$ cat config.mk
export PLATFORM = sky130hd
export DESIGN_NAME = dashed_line_splitter
export DESIGN_NICKNAME = d
export VERILOG_FILES = /design/src/rtl/core/dls_pkg.sv /design/src/rtl/core/dls_ctrl.sv /design/src/rtl/core/dls_datapath.sv /design/src/rtl/core/dashed_line_splitter.sv
export SDC_FILE = /design/constraint.sdc
export NUM_CORES = 2
export LEC_CHECK = 0
export ABC_AREA = 0
export BUFFER_PORTS_ARGS = -buffer_cell sky130_fd_sc_hd__buf_2
export CAP_MARGIN = 10
export CORE_MARGIN = 3
export CORE_UTILIZATION = 30
export CTS_CLUSTER_DIAMETER = 60
export DETAILED_ROUTE_END_ITERATION = 8
export PLACE_DENSITY = 0.42
export SETUP_SLACK_MARGIN = 0.5
export SYNTH_ARGS = -nofsm -noshare
export SYNTH_HDL_FRONTEND = slang
export SYNTH_SLANG_ARGS = --single-unit
$ cat constraint.sdc
create_clock -name clk_i -period 15.1 [get_ports clk_i]
set_input_delay 0 -clock clk_i [delete_from_list [all_inputs] [get_ports clk_i]]
set_output_delay 0 -clock clk_i [all_outputs]
set_load 0.01 [all_outputs]
$ cat src/rtl/core/dls_pkg.sv
// Shared types and constants for the dashed line splitter.
`timescale 1ns / 1ps
`default_nettype none
package dls_pkg;

  localparam int unsigned CntW = 7;
  localparam logic [CntW-1:0] MulSteps  = 7'd33;
  localparam logic [CntW-1:0] SqrtSteps = 7'd33;
  localparam logic [CntW-1:0] DivSteps  = 7'd66;
  localparam int unsigned ResultLimit = 64;

  localparam logic [1:0] ST_OK       = 2'd0;
  localparam logic [1:0] ST_INVALID  = 2'd1;
  localparam logic [1:0] ST_CAPACITY = 2'd2;

  localparam logic [1:0] REG_DASH = 2'd0;
  localparam logic [1:0] REG_GAP  = 2'd1;

  typedef enum logic [3:0] {
    OP_NONE,
    OP_LOAD,
    OP_MUL_X,
    OP_MUL_Y,
    OP_STEP_MUL,
    OP_SQRT_INIT,
    OP_STEP_SQRT,
    OP_CNT_INIT,
    OP_STEP_DIV,
    OP_SINGLE,
    OP_DASH_INIT,
    OP_PT_MUL,
    OP_PT_DIV,
    OP_PT_STORE,
    OP_NEXT
  } dls_op_e;

  typedef struct packed {
    dls_op_e    op;
    logic [1:0] status;
  } dls_cmd_t;

  typedef struct packed {
    logic done;
    logic inval;
    logic len_zero;
    logic cap_over;
    logic sel_last;
    logic last;
  } dls_stat_t;

endpackage
`default_nettype wire

$ cat src/rtl/core/dls_ctrl.sv
// Sequencer for the dashed line splitter.
`timescale 1ns / 1ps
`default_nettype none
module dls_ctrl
  import dls_pkg::*;
(
  input  wire logic      clk_i,
  input  wire logic      rst_ni,
  input  wire logic      in_valid_i,
  output logic           in_ready_o,
  output logic           out_valid_o,
  input  wire logic      out_ready_i,
  input  wire dls_stat_t stat_i,
  output dls_cmd_t       cmd_o
);

  typedef enum logic [10:0] {
    S_IDLE  = 11'b000_0000_0001,
    S_CHECK = 11'b000_0000_0010,
    S_SQX   = 11'b000_0000_0100,
    S_SQY   = 11'b000_0000_1000,
    S_SQRT  = 11'b000_0001_0000,
    S_LEN   = 11'b000_0010_0000,
    S_CNT   = 11'b000_0100_0000,
    S_LIM   = 11'b000_1000_0000,
    S_PMUL  = 11'b001_0000_0000,
    S_PCALC = 11'b010_0000_0000,
    S_OUT   = 11'b100_0000_0000
  } state_e;

  state_e state_q, state_d;
  logic   div_phase_q, div_phase_d;

  always_comb begin
    state_d     = state_q;
    div_phase_d = div_phase_q;
    cmd_o       = '{op: OP_NONE, status: ST_OK};
    in_ready_o  = 1'b0;
    out_valid_o = 1'b0;
    unique case (state_q)
      S_IDLE: begin
        in_ready_o = 1'b1;
        if (in_valid_i) begin
          cmd_o.op = OP_LOAD;
          state_d  = S_CHECK;
        end
      end
      S_CHECK: begin
        if (stat_i.inval) begin
          cmd_o   = '{op: OP_SINGLE, status: ST_INVALID};
          state_d = S_OUT;
        end else begin
          cmd_o.op = OP_MUL_X;
          state_d  = S_SQX;
        end
      end
      S_SQX: begin
        if (!stat_i.done) begin
          cmd_o.op = OP_STEP_MUL;
        end else begin
          cmd_o.op = OP_MUL_Y;
          state_d  = S_SQY;
        end
      end
      S_SQY: begin
        if (!stat_i.done) begin
          cmd_o.op = OP_STEP_MUL;
        end else begin
          cmd_o.op = OP_SQRT_INIT;
          state_d  = S_SQRT;
        end
      end
      S_SQRT: begin
        if (!stat_i.done) begin
          cmd_o.op = OP_STEP_SQRT;
        end else begin
          state_d = S_LEN;
        end
      end
      S_LEN: begin
        if (stat_i.len_zero) begin
          cmd_o   = '{op: OP_SINGLE, status: ST_OK};
          state_d = S_OUT;
        end else begin
          cmd_o.op = OP_CNT_INIT;
          state_d  = S_CNT;
        end
      end
      S_CNT: begin
        if (!stat_i.done) begin
          cmd_o.op = OP_STEP_DIV;
        end else begin
          state_d = S_LIM;
        end
      end
      S_LIM: begin
        if (stat_i.cap_over) begin
          cmd_o   = '{op: OP_SINGLE, status: ST_CAPACITY};
          state_d = S_OUT;
        end else begin
          cmd_o.op = OP_DASH_INIT;
          state_d  = S_PMUL;
        end
      end
      S_PMUL: begin
        cmd_o.op    = OP_PT_MUL;
        div_phase_d = 1'b0;
        state_d     = S_PCALC;
      end
      S_PCALC: begin
        if (!stat_i.done) begin
          cmd_o.op = div_phase_q ? OP_STEP_DIV : OP_STEP_MUL;
        end else if (!div_phase_q) begin
          cmd_o.op    = OP_PT_DIV;
          div_phase_d = 1'b1;
        end else begin
          cmd_o.op = OP_PT_STORE;
          state_d  = stat_i.sel_last ? S_OUT : S_PMUL;
        end
      end
      S_OUT: begin
        out_valid_o = 1'b1;
        if (out_ready_i) begin
          if (stat_i.last) begin
            state_d = S_IDLE;
          end else begin
            cmd_o.op = OP_NEXT;
            state_d  = S_PMUL;
          end
        end
      end
      default: state_d = S_IDLE;
    endcase
  end

  always_ff @(posedge clk_i or negedge rst_ni) begin
    if (!rst_ni) begin
      state_q     <= S_IDLE;
      div_phase_q <= 1'b0;
    end else begin
      state_q     <= state_d;
      div_phase_q <= div_phase_d;
    end
  end

endmodule
`default_nettype wire

$ cat src/rtl/core/dls_datapath.sv
// Datapath of the dashed line splitter: shift-add multiplier, square root, divider.
`timescale 1ns / 1ps
`default_nettype none
module dls_datapath
  import dls_pkg::*;
#(
  parameter int unsigned MAX_DASHES = 64,
  parameter int unsigned FRAC_BITS  = 16
) (
  input  wire logic               clk_i,
  input  wire logic               rst_ni,
  input  wire dls_cmd_t           cmd_i,
  output dls_stat_t               stat_o,
  input  wire logic               cfg_we_i,
  input  wire logic [1:0]         cfg_addr_i,
  input  wire logic [29:0]        cfg_wdata_i,
  input  wire logic signed [31:0] start_x_i,
  input  wire logic signed [31:0] start_y_i,
  input  wire logic signed [31:0] end_x_i,
  input  wire logic signed [31:0] end_y_i,
  input  wire logic signed [31:0] line_width_i,
  input  wire logic [31:0]        line_color_i,
  input  wire logic [6:0]         free_slots_i,
  output logic signed [31:0]      seg_start_x_o,
  output logic signed [31:0]      seg_start_y_o,
  output logic signed [31:0]      seg_end_x_o,
  output logic signed [31:0]      seg_end_y_o,
  output logic signed [31:0]      out_width_o,
  output logic [31:0]             out_color_o,
  output logic [5:0]              dash_index_o,
  output logic [1:0]              status_o,
  output logic                    segment_valid_o,
  output logic                    last_o
);

  localparam int unsigned LimMax = (MAX_DASHES < ResultLimit) ? MAX_DASHES : ResultLimit;
  localparam logic [6:0] CapLim = 7'(LimMax);
  localparam logic signed [33:0] LoBound = -34'sd2147483648;
  localparam logic signed [33:0] HiBound = 34'sd2147483647;

  logic [29:0] dash_q, gap_q;
  logic [CntW-1:0] cnt_q;
  logic signed [31:0] sx_q, sy_q, w_q;
  logic [31:0] color_q;
  logic [6:0]  slots_q;
  logic        dx_neg_q, dy_neg_q, inval_q;
  logic [32:0] ax_q, ay_q;
  logic [65:0] ma_q, p_q, dv_q;
  logic [32:0] mb_q, root_q;
  logic [34:0] rem_q;
  logic [33:0] drem_q, dvsr_q;
  logic [6:0]  count_q, k_q;
  logic [34:0] d_q;
  logic [1:0]  sel_q;
  logic signed [31:0] pt_q [4];
  logic        seg_valid_q;
  logic [1:0]  status_q;

  // input checks
  logic signed [32:0] dx, dy;
  logic signed [33:0] r34, minx, maxx, miny, maxy;
  logic               bad;
  always_comb begin
    dx   = 33'(end_x_i) - 33'(start_x_i);
    dy   = 33'(end_y_i) - 33'(start_y_i);
    r34  = 34'(line_width_i >>> 1);
    minx = 34'((start_x_i < end_x_i) ? start_x_i : end_x_i);
    maxx = 34'((start_x_i > end_x_i) ? start_x_i : end_x_i);
    miny = 34'((start_y_i < end_y_i) ? start_y_i : end_y_i);
    maxy = 34'((start_y_i > end_y_i) ? start_y_i : end_y_i);
    bad  = line_width_i[31]
         || ((minx - r34) < LoBound) || ((maxx + r34) > HiBound)
         || ((miny - r34) < LoBound) || ((maxy + r34) > HiBound)
         || (dash_q == '0) || (gap_q == '0);
  end

  logic [30:0] period;
  logic [36:0] sq_rem2, sq_trial;
  logic [34:0] div_r2;
  logic        div_ge;
  logic [34:0] d_end, e_val;
  logic [6:0]  limit;
  logic [33:0] q_ext, s_ext, pt_res;
  always_comb begin
    period   = 31'(dash_q) + 31'(gap_q);
    sq_rem2  = {rem_q, p_q[65:64]};
    sq_trial = {2'b00, root_q, 2'b01};
    div_r2   = {drem_q, dv_q[65]};
    div_ge   = div_r2 >= {1'b0, dvsr_q};
    d_end    = d_q + 35'(dash_q);
    e_val    = (d_end > 35'(root_q)) ? 35'(root_q) : d_end;
    limit    = (slots_q < CapLim) ? slots_q : CapLim;
    q_ext    = {1'b0, dv_q[32:0]};
    s_ext    = 34'(sel_q[0] ? sy_q : sx_q);
    pt_res   = (sel_q[0] ? dy_neg_q : dx_neg_q) ? s_ext - q_ext : s_ext + q_ext;
  end

  always_ff @(posedge clk_i or negedge rst_ni) begin
    if (!rst_ni) begin
      dash_q <= 30'(4) << FRAC_BITS;
      gap_q  <= 30'(2) << FRAC_BITS;
      cnt_q  <= '0;
    end else begin
      if (cfg_we_i) begin
        if (cfg_addr_i == REG_DASH) dash_q <= cfg_wdata_i;
        if (cfg_addr_i == REG_GAP)  gap_q  <= cfg_wdata_i;
      end
      unique case (cmd_i.op)
        OP_MUL_X, OP_MUL_Y, OP_PT_MUL: cnt_q <= MulSteps;
        OP_SQRT_INIT:                  cnt_q <= SqrtSteps;
        OP_CNT_INIT, OP_PT_DIV:        cnt_q <= DivSteps;
        OP_STEP_MUL, OP_STEP_SQRT, OP_STEP_DIV: cnt_q <= cnt_q - 1'b1;
        default: ;
      endcase
    end
  end

  always_ff @(posedge clk_i) begin
    unique case (cmd_i.op)
      OP_LOAD: begin
        sx_q     <= start_x_i;
        sy_q     <= start_y_i;
        w_q      <= line_width_i;
        color_q  <= line_color_i;
        slots_q  <= free_slots_i;
        dx_neg_q <= dx[32];
        dy_neg_q <= dy[32];
        ax_q     <= dx[32] ? 33'(-dx) : 33'(dx);
        ay_q     <= dy[32] ? 33'(-dy) : 33'(dy);
        inval_q  <= bad;
      end
      OP_MUL_X: begin
        ma_q <= 66'(ax_q);
        mb_q <= ax_q;
        p_q  <= '0;
      end
      OP_MUL_Y: begin
        ma_q <= 66'(ay_q);
        mb_q <= ay_q;
      end
      OP_PT_MUL: begin
        ma_q <= 66'(sel_q[0] ? ay_q : ax_q);
        mb_q <= sel_q[1] ? e_val[32:0] : d_q[32:0];
        p_q  <= '0;
      end
      OP_STEP_MUL: begin
        if (mb_q[0]) p_q <= p_q + ma_q;
        ma_q <= {ma_q[64:0], 1'b0};
        mb_q <= {1'b0, mb_q[32:1]};
      end
      OP_SQRT_INIT: begin
        rem_q  <= '0;
        root_q <= '0;
      end
      OP_STEP_SQRT: begin
        p_q <= {p_q[63:0], 2'b00};
        if (sq_rem2 >= sq_trial) begin
          rem_q  <= 35'(sq_rem2 - sq_trial);
          root_q <= {root_q[31:0], 1'b1};
        end else begin
          rem_q  <= sq_rem2[34:0];
          root_q <= {root_q[31:0], 1'b0};
        end
      end
      OP_CNT_INIT: begin
        dv_q   <= 66'(34'(root_q) + 34'(period) - 34'd1);
        dvsr_q <= 34'(period);
        drem_q <= '0;
      end
      OP_PT_DIV: begin
        dv_q   <= p_q;
        dvsr_q <= 34'(root_q);
        drem_q <= '0;
      end
      OP_STEP_DIV: begin
        drem_q <= div_ge ? 34'(div_r2 - {1'b0, dvsr_q}) : div_r2[33:0];
        dv_q   <= {dv_q[64:0], div_ge};
      end
      OP_SINGLE: begin
        seg_valid_q <= 1'b0;
        status_q    <= cmd_i.status;
      end
      OP_DASH_INIT: begin
        count_q     <= dv_q[6:0];
        k_q         <= '0;
        d_q         <= '0;
        sel_q       <= '0;
        seg_valid_q <= 1'b1;
        status_q    <= ST_OK;
      end
      OP_PT_STORE: begin
        pt_q[sel_q] <= pt_res[31:0];
        sel_q       <= sel_q + 1'b1;
      end
      OP_NEXT: begin
        k_q <= k_q + 1'b1;
        d_q <= d_q + 35'(period);
      end
      default: ;
    endcase
  end

  always_comb begin
    stat_o.done     = (cnt_q == '0);
    stat_o.inval    = inval_q;
    stat_o.len_zero = (root_q == '0);
    stat_o.cap_over = dv_q[33:0] > 34'(limit);
    stat_o.sel_last = (sel_q == 2'd3);
    stat_o.last     = !seg_valid_q || ((k_q + 7'd1) == count_q);
  end

  assign seg_start_x_o   = seg_valid_q ? pt_q[0] : '0;
  assign seg_start_y_o   = seg_valid_q ? pt_q[1] : '0;
  assign seg_end_x_o     = seg_valid_q ? pt_q[2] : '0;
  assign seg_end_y_o     = seg_valid_q ? pt_q[3] : '0;
  assign out_width_o     = seg_valid_q ? w_q : '0;
  assign out_color_o     = seg_valid_q ? color_q : '0;
  assign dash_index_o    = seg_valid_q ? k_q[5:0] : '0;
  assign status_o        = status_q;
  assign segment_valid_o = seg_valid_q;
  assign last_o          = stat_o.last;

endmodule
`default_nettype wire

$ cat src/rtl/core/dashed_line_splitter.sv
// Top level of the dashed line splitter.
// Usage: a line word enters on the in channel (valid/ready) and leaves as one
// result word per dash on the out channel (valid/ready), last marking the
// final word; an error or a zero-length line gives one word only.
// Dash and gap lengths are written through cfg_we_i/cfg_addr_i/cfg_wdata_i
// while the block is idle, a rule on the user that the block does not
// enforce; index 0 is the dash length, 1 the gap length.
// The squares of the x and y deltas, the square root of their sum and the
// dash count come first, then four multiply-divide points per dash, all on
// one shared bit-serial multiplier and restoring divider.
// One line is worked on at a time; in_ready_o is high only when idle.
// A stalled receiver holds the current result word and all work stops.
// Reset returns the sequencer to idle and loads the default lengths.
`timescale 1ns / 1ps
`default_nettype none
module dashed_line_splitter
  import dls_pkg::*;
#(
  parameter int unsigned MAX_DASHES = 64,
  parameter int unsigned FRAC_BITS  = 16
) (
  input  wire logic               clk_i,
  input  wire logic               rst_ni,
  input  wire logic               cfg_we_i,
  input  wire logic [1:0]         cfg_addr_i,
  input  wire logic [29:0]        cfg_wdata_i,
  input  wire logic               in_valid_i,
  output logic                    in_ready_o,
  input  wire logic signed [31:0] start_x_i,
  input  wire logic signed [31:0] start_y_i,
  input  wire logic signed [31:0] end_x_i,
  input  wire logic signed [31:0] end_y_i,
  input  wire logic signed [31:0] line_width_i,
  input  wire logic [31:0]        line_color_i,
  input  wire logic [6:0]         free_slots_i,
  output logic                    out_valid_o,
  input  wire logic               out_ready_i,
  output logic signed [31:0]      seg_start_x_o,
  output logic signed [31:0]      seg_start_y_o,
  output logic signed [31:0]      seg_end_x_o,
  output logic signed [31:0]      seg_end_y_o,
  output logic signed [31:0]      out_width_o,
  output logic [31:0]             out_color_o,
  output logic [5:0]              dash_index_o,
  output logic [1:0]              status_o,
  output logic                    segment_valid_o,
  output logic                    last_o
);

  dls_cmd_t  cmd;
  dls_stat_t stat;

  dls_ctrl u_ctrl (
    .clk_i       (clk_i),
    .rst_ni      (rst_ni),
    .in_valid_i  (in_valid_i),
    .in_ready_o  (in_ready_o),
    .out_valid_o (out_valid_o),
    .out_ready_i (out_ready_i),
    .stat_i      (stat),
    .cmd_o       (cmd)
  );

  dls_datapath #(
    .MAX_DASHES (MAX_DASHES),
    .FRAC_BITS  (FRAC_BITS)
  ) u_datapath (
    .clk_i           (clk_i),
    .rst_ni          (rst_ni),
    .cmd_i           (cmd),
    .stat_o          (stat),
    .cfg_we_i        (cfg_we_i),
    .cfg_addr_i      (cfg_addr_i),
    .cfg_wdata_i     (cfg_wdata_i),
    .start_x_i       (start_x_i),
    .start_y_i       (start_y_i),
    .end_x_i         (end_x_i),
    .end_y_i         (end_y_i),
    .line_width_i    (line_width_i),
    .line_color_i    (line_color_i),
    .free_slots_i    (free_slots_i),
    .seg_start_x_o   (seg_start_x_o),
    .seg_start_y_o   (seg_start_y_o),
    .seg_end_x_o     (seg_end_x_o),
    .seg_end_y_o     (seg_end_y_o),
    .out_width_o     (out_width_o),
    .out_color_o     (out_color_o),
    .dash_index_o    (dash_index_o),
    .status_o        (status_o),
    .segment_valid_o (segment_valid_o),
    .last_o          (last_o)
  );

endmodule
`default_nettype wire
== Word-level counts from Yosys, hierarchy flattened ==
Memory sizes are Yosys's and may differ from the RTL's.
Cells that the tools add are included.

* Logic and storage cells: 211
* Output and inout bits: 204
* Bits in writable memories: 128
* Input bits: 236
* Bits in registers: 704
* Memories kept: 1

* $add $sub $neg: 21
* Order comparisons: 13
* Reduce and logical (&&, ||, !) cells: 33
* Eq/ne operators: 37
* Multiplexer cells: 75

{| class="wikitable"
|+ Memories
! name !! words !! bits a word !! read ports !! clocked after Yosys merged registers in !! wr ports !! RTL line !! text
|-
| u_datapath.pt_q || 4 || 32 || 4 || 0 || 1 || dls_datapath.sv:55 || <nowiki>logic signed [31:0] pt_q [4];</nowiki>
|}

{| class="wikitable"
|+ Operators with widths
! operator !! number
|-
| one-hot mux 66 bit (3 select lines) || 2
|-
| two-way mux 32 bit || 10
|-
| one-hot mux 66 bit (4 select lines) || 1
|-
| two-way mux 34 bit || 5
|-
| one-hot mux 35 bit (2 select lines) || 2
|-
| one-hot mux 34 bit (2 select lines) || 2
|-
| two-way mux 11 bit || 12
|-
| one-hot mux 33 bit (4 select lines) || 1
|-
| one-hot mux 11 bit (11 select lines) || 1
|-
| two-way mux 33 bit || 3
|-
| adder 34 x 31 -> 34 bit || 2
|-
| > comparator 34 x 32 -> 1 bit (second input constant) || 2
|-
| less-than comparator 34 x 32 -> 1 bit (second input constant) || 2
|-
| subtractor 34 x 31 -> 34 bit || 2
|-
| adder 66 bit || 1
|-
| two-way mux 66 bit || 1
|-
| negation 33 bit || 2
|-
| one-hot mux 33 bit (2 select lines) || 1
|-
| subtractor 32 x 32 -> 33 bit || 2
|-
| subtractor 66 x 1 -> 66 bit (second input constant) || 1
|-
| > comparator 32 bit || 2
|-
| less-than comparator 32 bit || 2
|-
| zero test 30 bit || 2
|-
| one-hot mux 4 bit (11 select lines) || 1
|-
| 61 further kinds || 117
|}

== Logic depth before layout (Yosys ltp) ==
* Depth after elaboration: 10
* Mapped depth: 27
* Gate-level depth less buffers: 27

== Modules after synthesis ==
Synthesis repeated with hierarchy kept, for this count alone.

* Cell total of the unflattened synthesis: 6,121
* Area, all modules: 60,996.0 µm²

{| class="wikitable"
|+ Modules (own cells, without submodules)
! module !! seq. area each (µm²) !! cells each !! times used !! area an instance (µm²)
|-
| dls_datapath || 24,260.8 || 5,988 || 1 || 59,925.0
|-
| dls_ctrl || 301.5 || 133 || 1 || 1,071.0
|}

== Least setup slack after synthesis ==
No wires, ideal clock.

* Path type: register to register
* Start point: register u_ctrl.state_q[6]
* End point: register u_datapath.p_q[0] (enable)
* Buffers on the path: 3
* Data arrival time: 10,859 ps
* Period minus slack after synthesis: 11,377 ps
* Setup time: 518 ps
* Cell stages (with the launch flop): 13
* Slack: 3,723 ps
* Required time: 14,582 ps
* Cells stage by stage: dfrtp_1 clkbuf_1 nor4_1 nand3_1 nor4b_1 and2_1 nand2b_1 nor4_1 nand4b_1 nor2_1 clkbuf_1 clkbuf_1 mux2i_1

* Cells in the longest elaborated chain, start to end: 6
* Elaborated cells between the ends (all ways): 20
* Classes of those cells: eq/ne (16); mux (1); reduce/logical (3)

{| class="wikitable"
|+ Ends and longest elaborated chain
! what !! RTL line !! text
|-
| start, declared || dls_ctrl.sv:31 || <nowiki>state_e state_q, state_d;</nowiki>
|-
| start signal, assigned || dls_ctrl.sv:141 || <nowiki>state_q <= state_d;</nowiki>
|-
| == test 11 bit, or another cell as far along || dls_ctrl.sv:40 || <nowiki>unique case (state_q)</nowiki>
|-
| one-hot mux 4 bit (11 select lines) * || dls_ctrl.sv:40 ||
|-
| == test 4 x 2 -> 1 bit / == test 4 bit (equally long branches) || dls_datapath.sv:119 || <nowiki>unique case (cmd_i.op)</nowiki>
|-
| OR reduction 2 bit (no source line) || -- ||
|-
| nonzero test 3 bit (no source line) || -- ||
|-
| AND reduction 2 bit (no source line) * || -- ||
|-
| end signal, assigned || dls_datapath.sv:147 || <nowiki>if (mb_q[0]) p_q <= p_q + ma_q;</nowiki>
|-
| end signal, assigned || dls_datapath.sv:156 || <nowiki>p_q <= {p_q[63:0], 2'b00};</nowiki>
|-
| end, declared || dls_datapath.sv:48 || <nowiki>logic [65:0] ma_q, p_q, dv_q;</nowiki>
|}

Every way passes the cells marked *; elsewhere a longest branch is shown, timed or not.
A chain may end at the register's enable or synchronous reset.

== Worst setup path in the final report ==
* Start point: register u_datapath.dash_q[0]
* End point: register u_datapath.dv_q[63] (data pin)

* Cells in the longest elaborated chain, start to end: 4

{| class="wikitable"
|+ Ends and longest elaborated chain
! what !! RTL line !! text
|-
| start, declared || dls_datapath.sv:41 || <nowiki>logic [29:0] dash_q, gap_q;</nowiki>
|-
| start signal, assigned || dls_datapath.sv:100 || <nowiki>dash_q <= 30'(4) << FRAC_BITS;</nowiki>
|-
| start signal, assigned || dls_datapath.sv:105 || <nowiki>if (cfg_addr_i == REG_DASH) dash_q <= cfg_wdata_i;</nowiki>
|-
| adder 30 x 30 -> 31 bit || dls_datapath.sv:85 || <nowiki>period = 31'(dash_q) + 31'(gap_q);</nowiki>
|-
| adder 33 x 31 -> 34 bit || dls_datapath.sv:166 || <nowiki>dv_q <= 66'(34'(root_q) + 34'(period) - 34'd1);</nowiki>
|-
| subtractor 66 x 1 -> 66 bit || dls_datapath.sv:166 ||
|-
| one-hot mux 66 bit (3 select lines) || dls_datapath.sv:119 ||
|-
| end signal, assigned || dls_datapath.sv:166 ||
|-
| end signal, assigned || dls_datapath.sv:171 || <nowiki>dv_q <= p_q;</nowiki>
|-
| end signal, assigned || dls_datapath.sv:177 || <nowiki>dv_q <= {dv_q[64:0], div_ge};</nowiki>
|-
| end, declared || dls_datapath.sv:48 ||
|}

No other way between the ends.

==> summary.txt <==
========================================================================================
Inserted Clock Buffers                                                               130
Sequential share of power                                                          0.320
DRT antenna net count                                                                  0
Synthesis-stage register bit count                                                   831
Combined area of the multi-input logic cells                                 33200 sq um
Overflow left after global routing                                                     0
Most used flip-flop cell after synthesis                                        edfxtp_1
P_int                                                                            5320 uW
Proportion of power drawn by combinational gates                                   0.313
Clock Latency Late Sink                                                           790 ps
Pwr Density                                                                  112 nW/um^2
Portion of synthesized cell area occupied by the leading cell type                 0.380
Global-route wire length before repair                                         322000 um
Kind of start point of the critical path                                            flop
Cells after Synth                                                                   5917
Total number of clock tree sinks                                                     831
Buffers from clock root to sink, at most                                               3
Core occupancy in the finished layout                                              0.370
Yosys warning total                                                                    0
Part of the total power dissipated in the clock network                            0.367
Clock root buffer                                                              clkbuf_16
Horizontal die dimension                                                          451 um
Number of maximum-capacitance constraint violations                                    0
CTS tree                                                                           built
Transition time of the tightest slew-check pin                                   1260 ps
Sequential cell area                                                         24600 sq um
Maximum number of pins on one net before global-route repair                         141
Netlist area before placement                                                59500 sq um
Total leakage power                                                            0.0302 uW
Number of global-route vias before repair                                          48000
Final total negative setup slack                                                    0 ps
Post-cts resize count                                                                  0
Share of layout cells above drive strength 1                                       0.140
Final hold vios                                                                        0
Count of port buffers added during placement                                         439
List of most frequent post-synthesis cells                                  752 x edfxtp_1, 528 x ha_1, 438 x nor2_1, 424 x a21oi_1, 413 x o21ai_0
Share of the yosys chip area belonging to registers                                0.413
Status                                                                      complete, no violations
Number of top-level design ports                                                     440
Critical-path maximum fanout                                                          16
Core ar.                                                                    196000 sq um
Register clock-pin slew on the reported worst setup and hold paths                 50 ps
Final-layout worst hold slack                                                    54.7 ps
DR vias                                                                            48800
Net switching power                                                              2820 uW
Sw Share                                                                           0.346
Worst setup timing slack at the placement stage                                  7390 ps
Arrival time at the worst endpoint                                               8400 ps
Type of the most critical hold path                                         input port to flop
Share of the clock period used by the worst path                                   0.515
Final Max Tran Viols                                                                   0
Worst clock skew                                                                 30.6 ps
Final estimated routing congestion in global placement                             0.916
Total routing usage reported by global routing                                     0.209
Number of hold buffers added after cts                                               339
Wirelength per Cell                                                              23.2 um
Fill count                                                                         19700
Max Clk Rate                                                                     129 MHz
Initial core utilization                                                           0.303
Total number of nets in the final design                                            7460
Die height                                                                        451 um
Row Count                                                                            162
Post-route DRC violation count                                                         0
Share of flip-flops with an asynchronous set or reset                             0.0951
Cell with the most instances after synthesis                                    edfxtp_1
Relative area change from synthesis to final layout                                21.8%
Endpoint type of the worst setup path                                               flop
Total Routed Length                                                            218000 um
Number of enable flip-flop cells after synthesis                                     752
Number of antenna violations at the first check in global routing                     14
Critical Path RT                                                                15730 ps
Number of vias per cell after detailed routing                                      5.18
Cell type contributing the most total cell area after synthesis                 edfxtp_1
Cell types occupying the most area after synthesis                          edfxtp_1 38%, ha_1 11%, xnor2_1 4.2%
Synthesized netlist net count                                                       6692
Number of search-and-repair iterations in the first detailed-routing pass              6
Detailed router's first-iteration violation count                                   3431
Worst setup slack after layout                                                   7320 ps
Rel. slew slack                                                                    0.135
Critical path type                                                          flop to flop
Number of different library cells in the post-synthesis netlist                       98
Post-detail-place hpwl                                                         170000 um
Unrepaired setup endpoints after global routing                                       no
Setup Fix Bufs, Post-CTS                                                               0
Number of setup violations in the final report                                         0
Post-route total power                                                           8140 uW
Mean Syn Cell Area                                                            10.1 sq um
Full die area                                                               204000 sq um
Min cycle time layout                                                            7780 ps
H-tree Lvls                                                                            4
Maximum vdd drop                                                                  101 uV
========================================================================================
layout make-up:
class,instances,share of cell area
diodes,4,0.000138
flip-flops and latches,831,0.339
clock buffers,148,0.0464
repair buffers,834,0.0833
clock inverters,89,0.0119
inverters,299,0.0155
multi-input cells,4589,0.458
well taps,2624,0.0453
sequential cells by signal (all words and copies together), names as in the netlist, 34 cells and up:
| register | count |
|---|---|
| u_datapath.ma_q | 66 |
| u_datapath.dv_q | 66 |
| u_datapath.rem_q | 35 |
| u_datapath.d_q | 35 |
| u_datapath.p_q | 66 |
| u_datapath.pt_q | 128 |
| u_datapath.drem_q | 34 |
kinds of logic after synthesis:
| kind of cell | share of synthesized area |
|---|---|
| AO/OA/AOI/OAI | 0.181 |
| flip-flops | 0.413 |
| multiplexers | 0.0536 |
| AND/OR/NAND/NOR | 0.141 |
| XOR/XNOR | 0.0652 |
| adder cells (fa/ha/maj) | 0.115 |
| buffers and inverters | 0.0319 |
layer usage:
metal,share of wire,GRT usage
met5,0.000060,0
met1,0.47,0.289
met2,0.47,0.345
met3,0.041,0.0262
met4,0.025,0.0544
stage by stage:
step                      cell area, sq um  cells
after CTS                            72400   9414
after detailed placement             64800   8838
after floorplan                      59500   5917
final                                72500   9418
after global routing                 72400   9415
after global placement               64800   8838
cells in the final DEF (no fill, tap or decap), types with 38 or more instances in the layout:
| master | n |
|---|---|
| and3_1 | 42 |
| nand3_1 | 92 |
| inv_1 | 298 |
| ha_1 | 528 |
| clkbuf_16 | 131 |
| nor3_1 | 82 |
| nor4_1 | 42 |
| nor2b_1 | 60 |
| a22o_1 | 92 |
| dlygate4sd3_1 | 338 |
| a221oi_1 | 38 |
| mux2_2 | 173 |
| nor2_1 | 433 |
| dfrtp_1 | 76 |
| nand2_1 | 380 |
| a31oi_1 | 44 |
| a21oi_1 | 422 |
| mux2i_1 | 122 |
| a21o_1 | 236 |
| buf_4 | 56 |
| nand2b_1 | 51 |
| buf_2 | 438 |
| o21ai_0 | 412 |
| and2_1 | 262 |
| a221o_1 | 38 |
| edfxtp_1 | 752 |
| xor2_1 | 151 |
| nand4_1 | 74 |
| o21bai_1 | 55 |
| xnor2_1 | 284 |
| o21a_1 | 59 |
critical path, stage by stage (launching register included):
cell and delay, ps:
dfrtp_1 420, ha_1 240, fa_1 400, a21oi_1 170, o21bai_1 120, a2111oi_0 680
o31ai_1 340, a221oi_1 630, nand2b_1 210, a21oi_1 120, a41o_1 320, nor2_1 390
ha_1 400, a21oi_1 160, nand2_1 80, a211oi_2 260, nor4b_4 240, a211oi_2 160
a31oi_4 260, xnor2_1 130, or3b_1 370, or4b_4 530, nor2_2 260, nand2_1 460
o21ai_0 240
power groups by stage:
stage | Clock, uW | Combinational, uW | Sequential [uW]
6_report | 2990 | 2540 | 2610
3_5_place_dp | 0 | 2430 | 2650
5_1_grt | 3160 | 2800 | 2610
3_3_place_gp | 0 | 2430 | 2650
2_1_floorplan | 0 | 1710 | 2620
4_1_cts | 3070 | 2520 | 2600
worst paths after layout:
path / startpoint / to / slack, ps / cells past startpoint
worst max-delay path: u_datapath.dash_q[0] / u_datapath.dv_q[63] / 7320 / 24
worst min-delay path: end_y_i[1] / u_datapath.ay_q[1] / 50 / 4
worst max register to register: u_datapath.dash_q[0] / u_datapath.dv_q[63] / 7320 / 24
worst min register to register: u_datapath.cnt_q[3] / u_datapath.cnt_q[3] / 520 / 1
max in group asynchronous: rst_ni / u_datapath.dash_q[0] / 14020 / 4
min in group asynchronous: rst_ni / u_datapath.gap_q[26] / 250 / 4
Note: power is estimated with default switching activity, not from simulation.
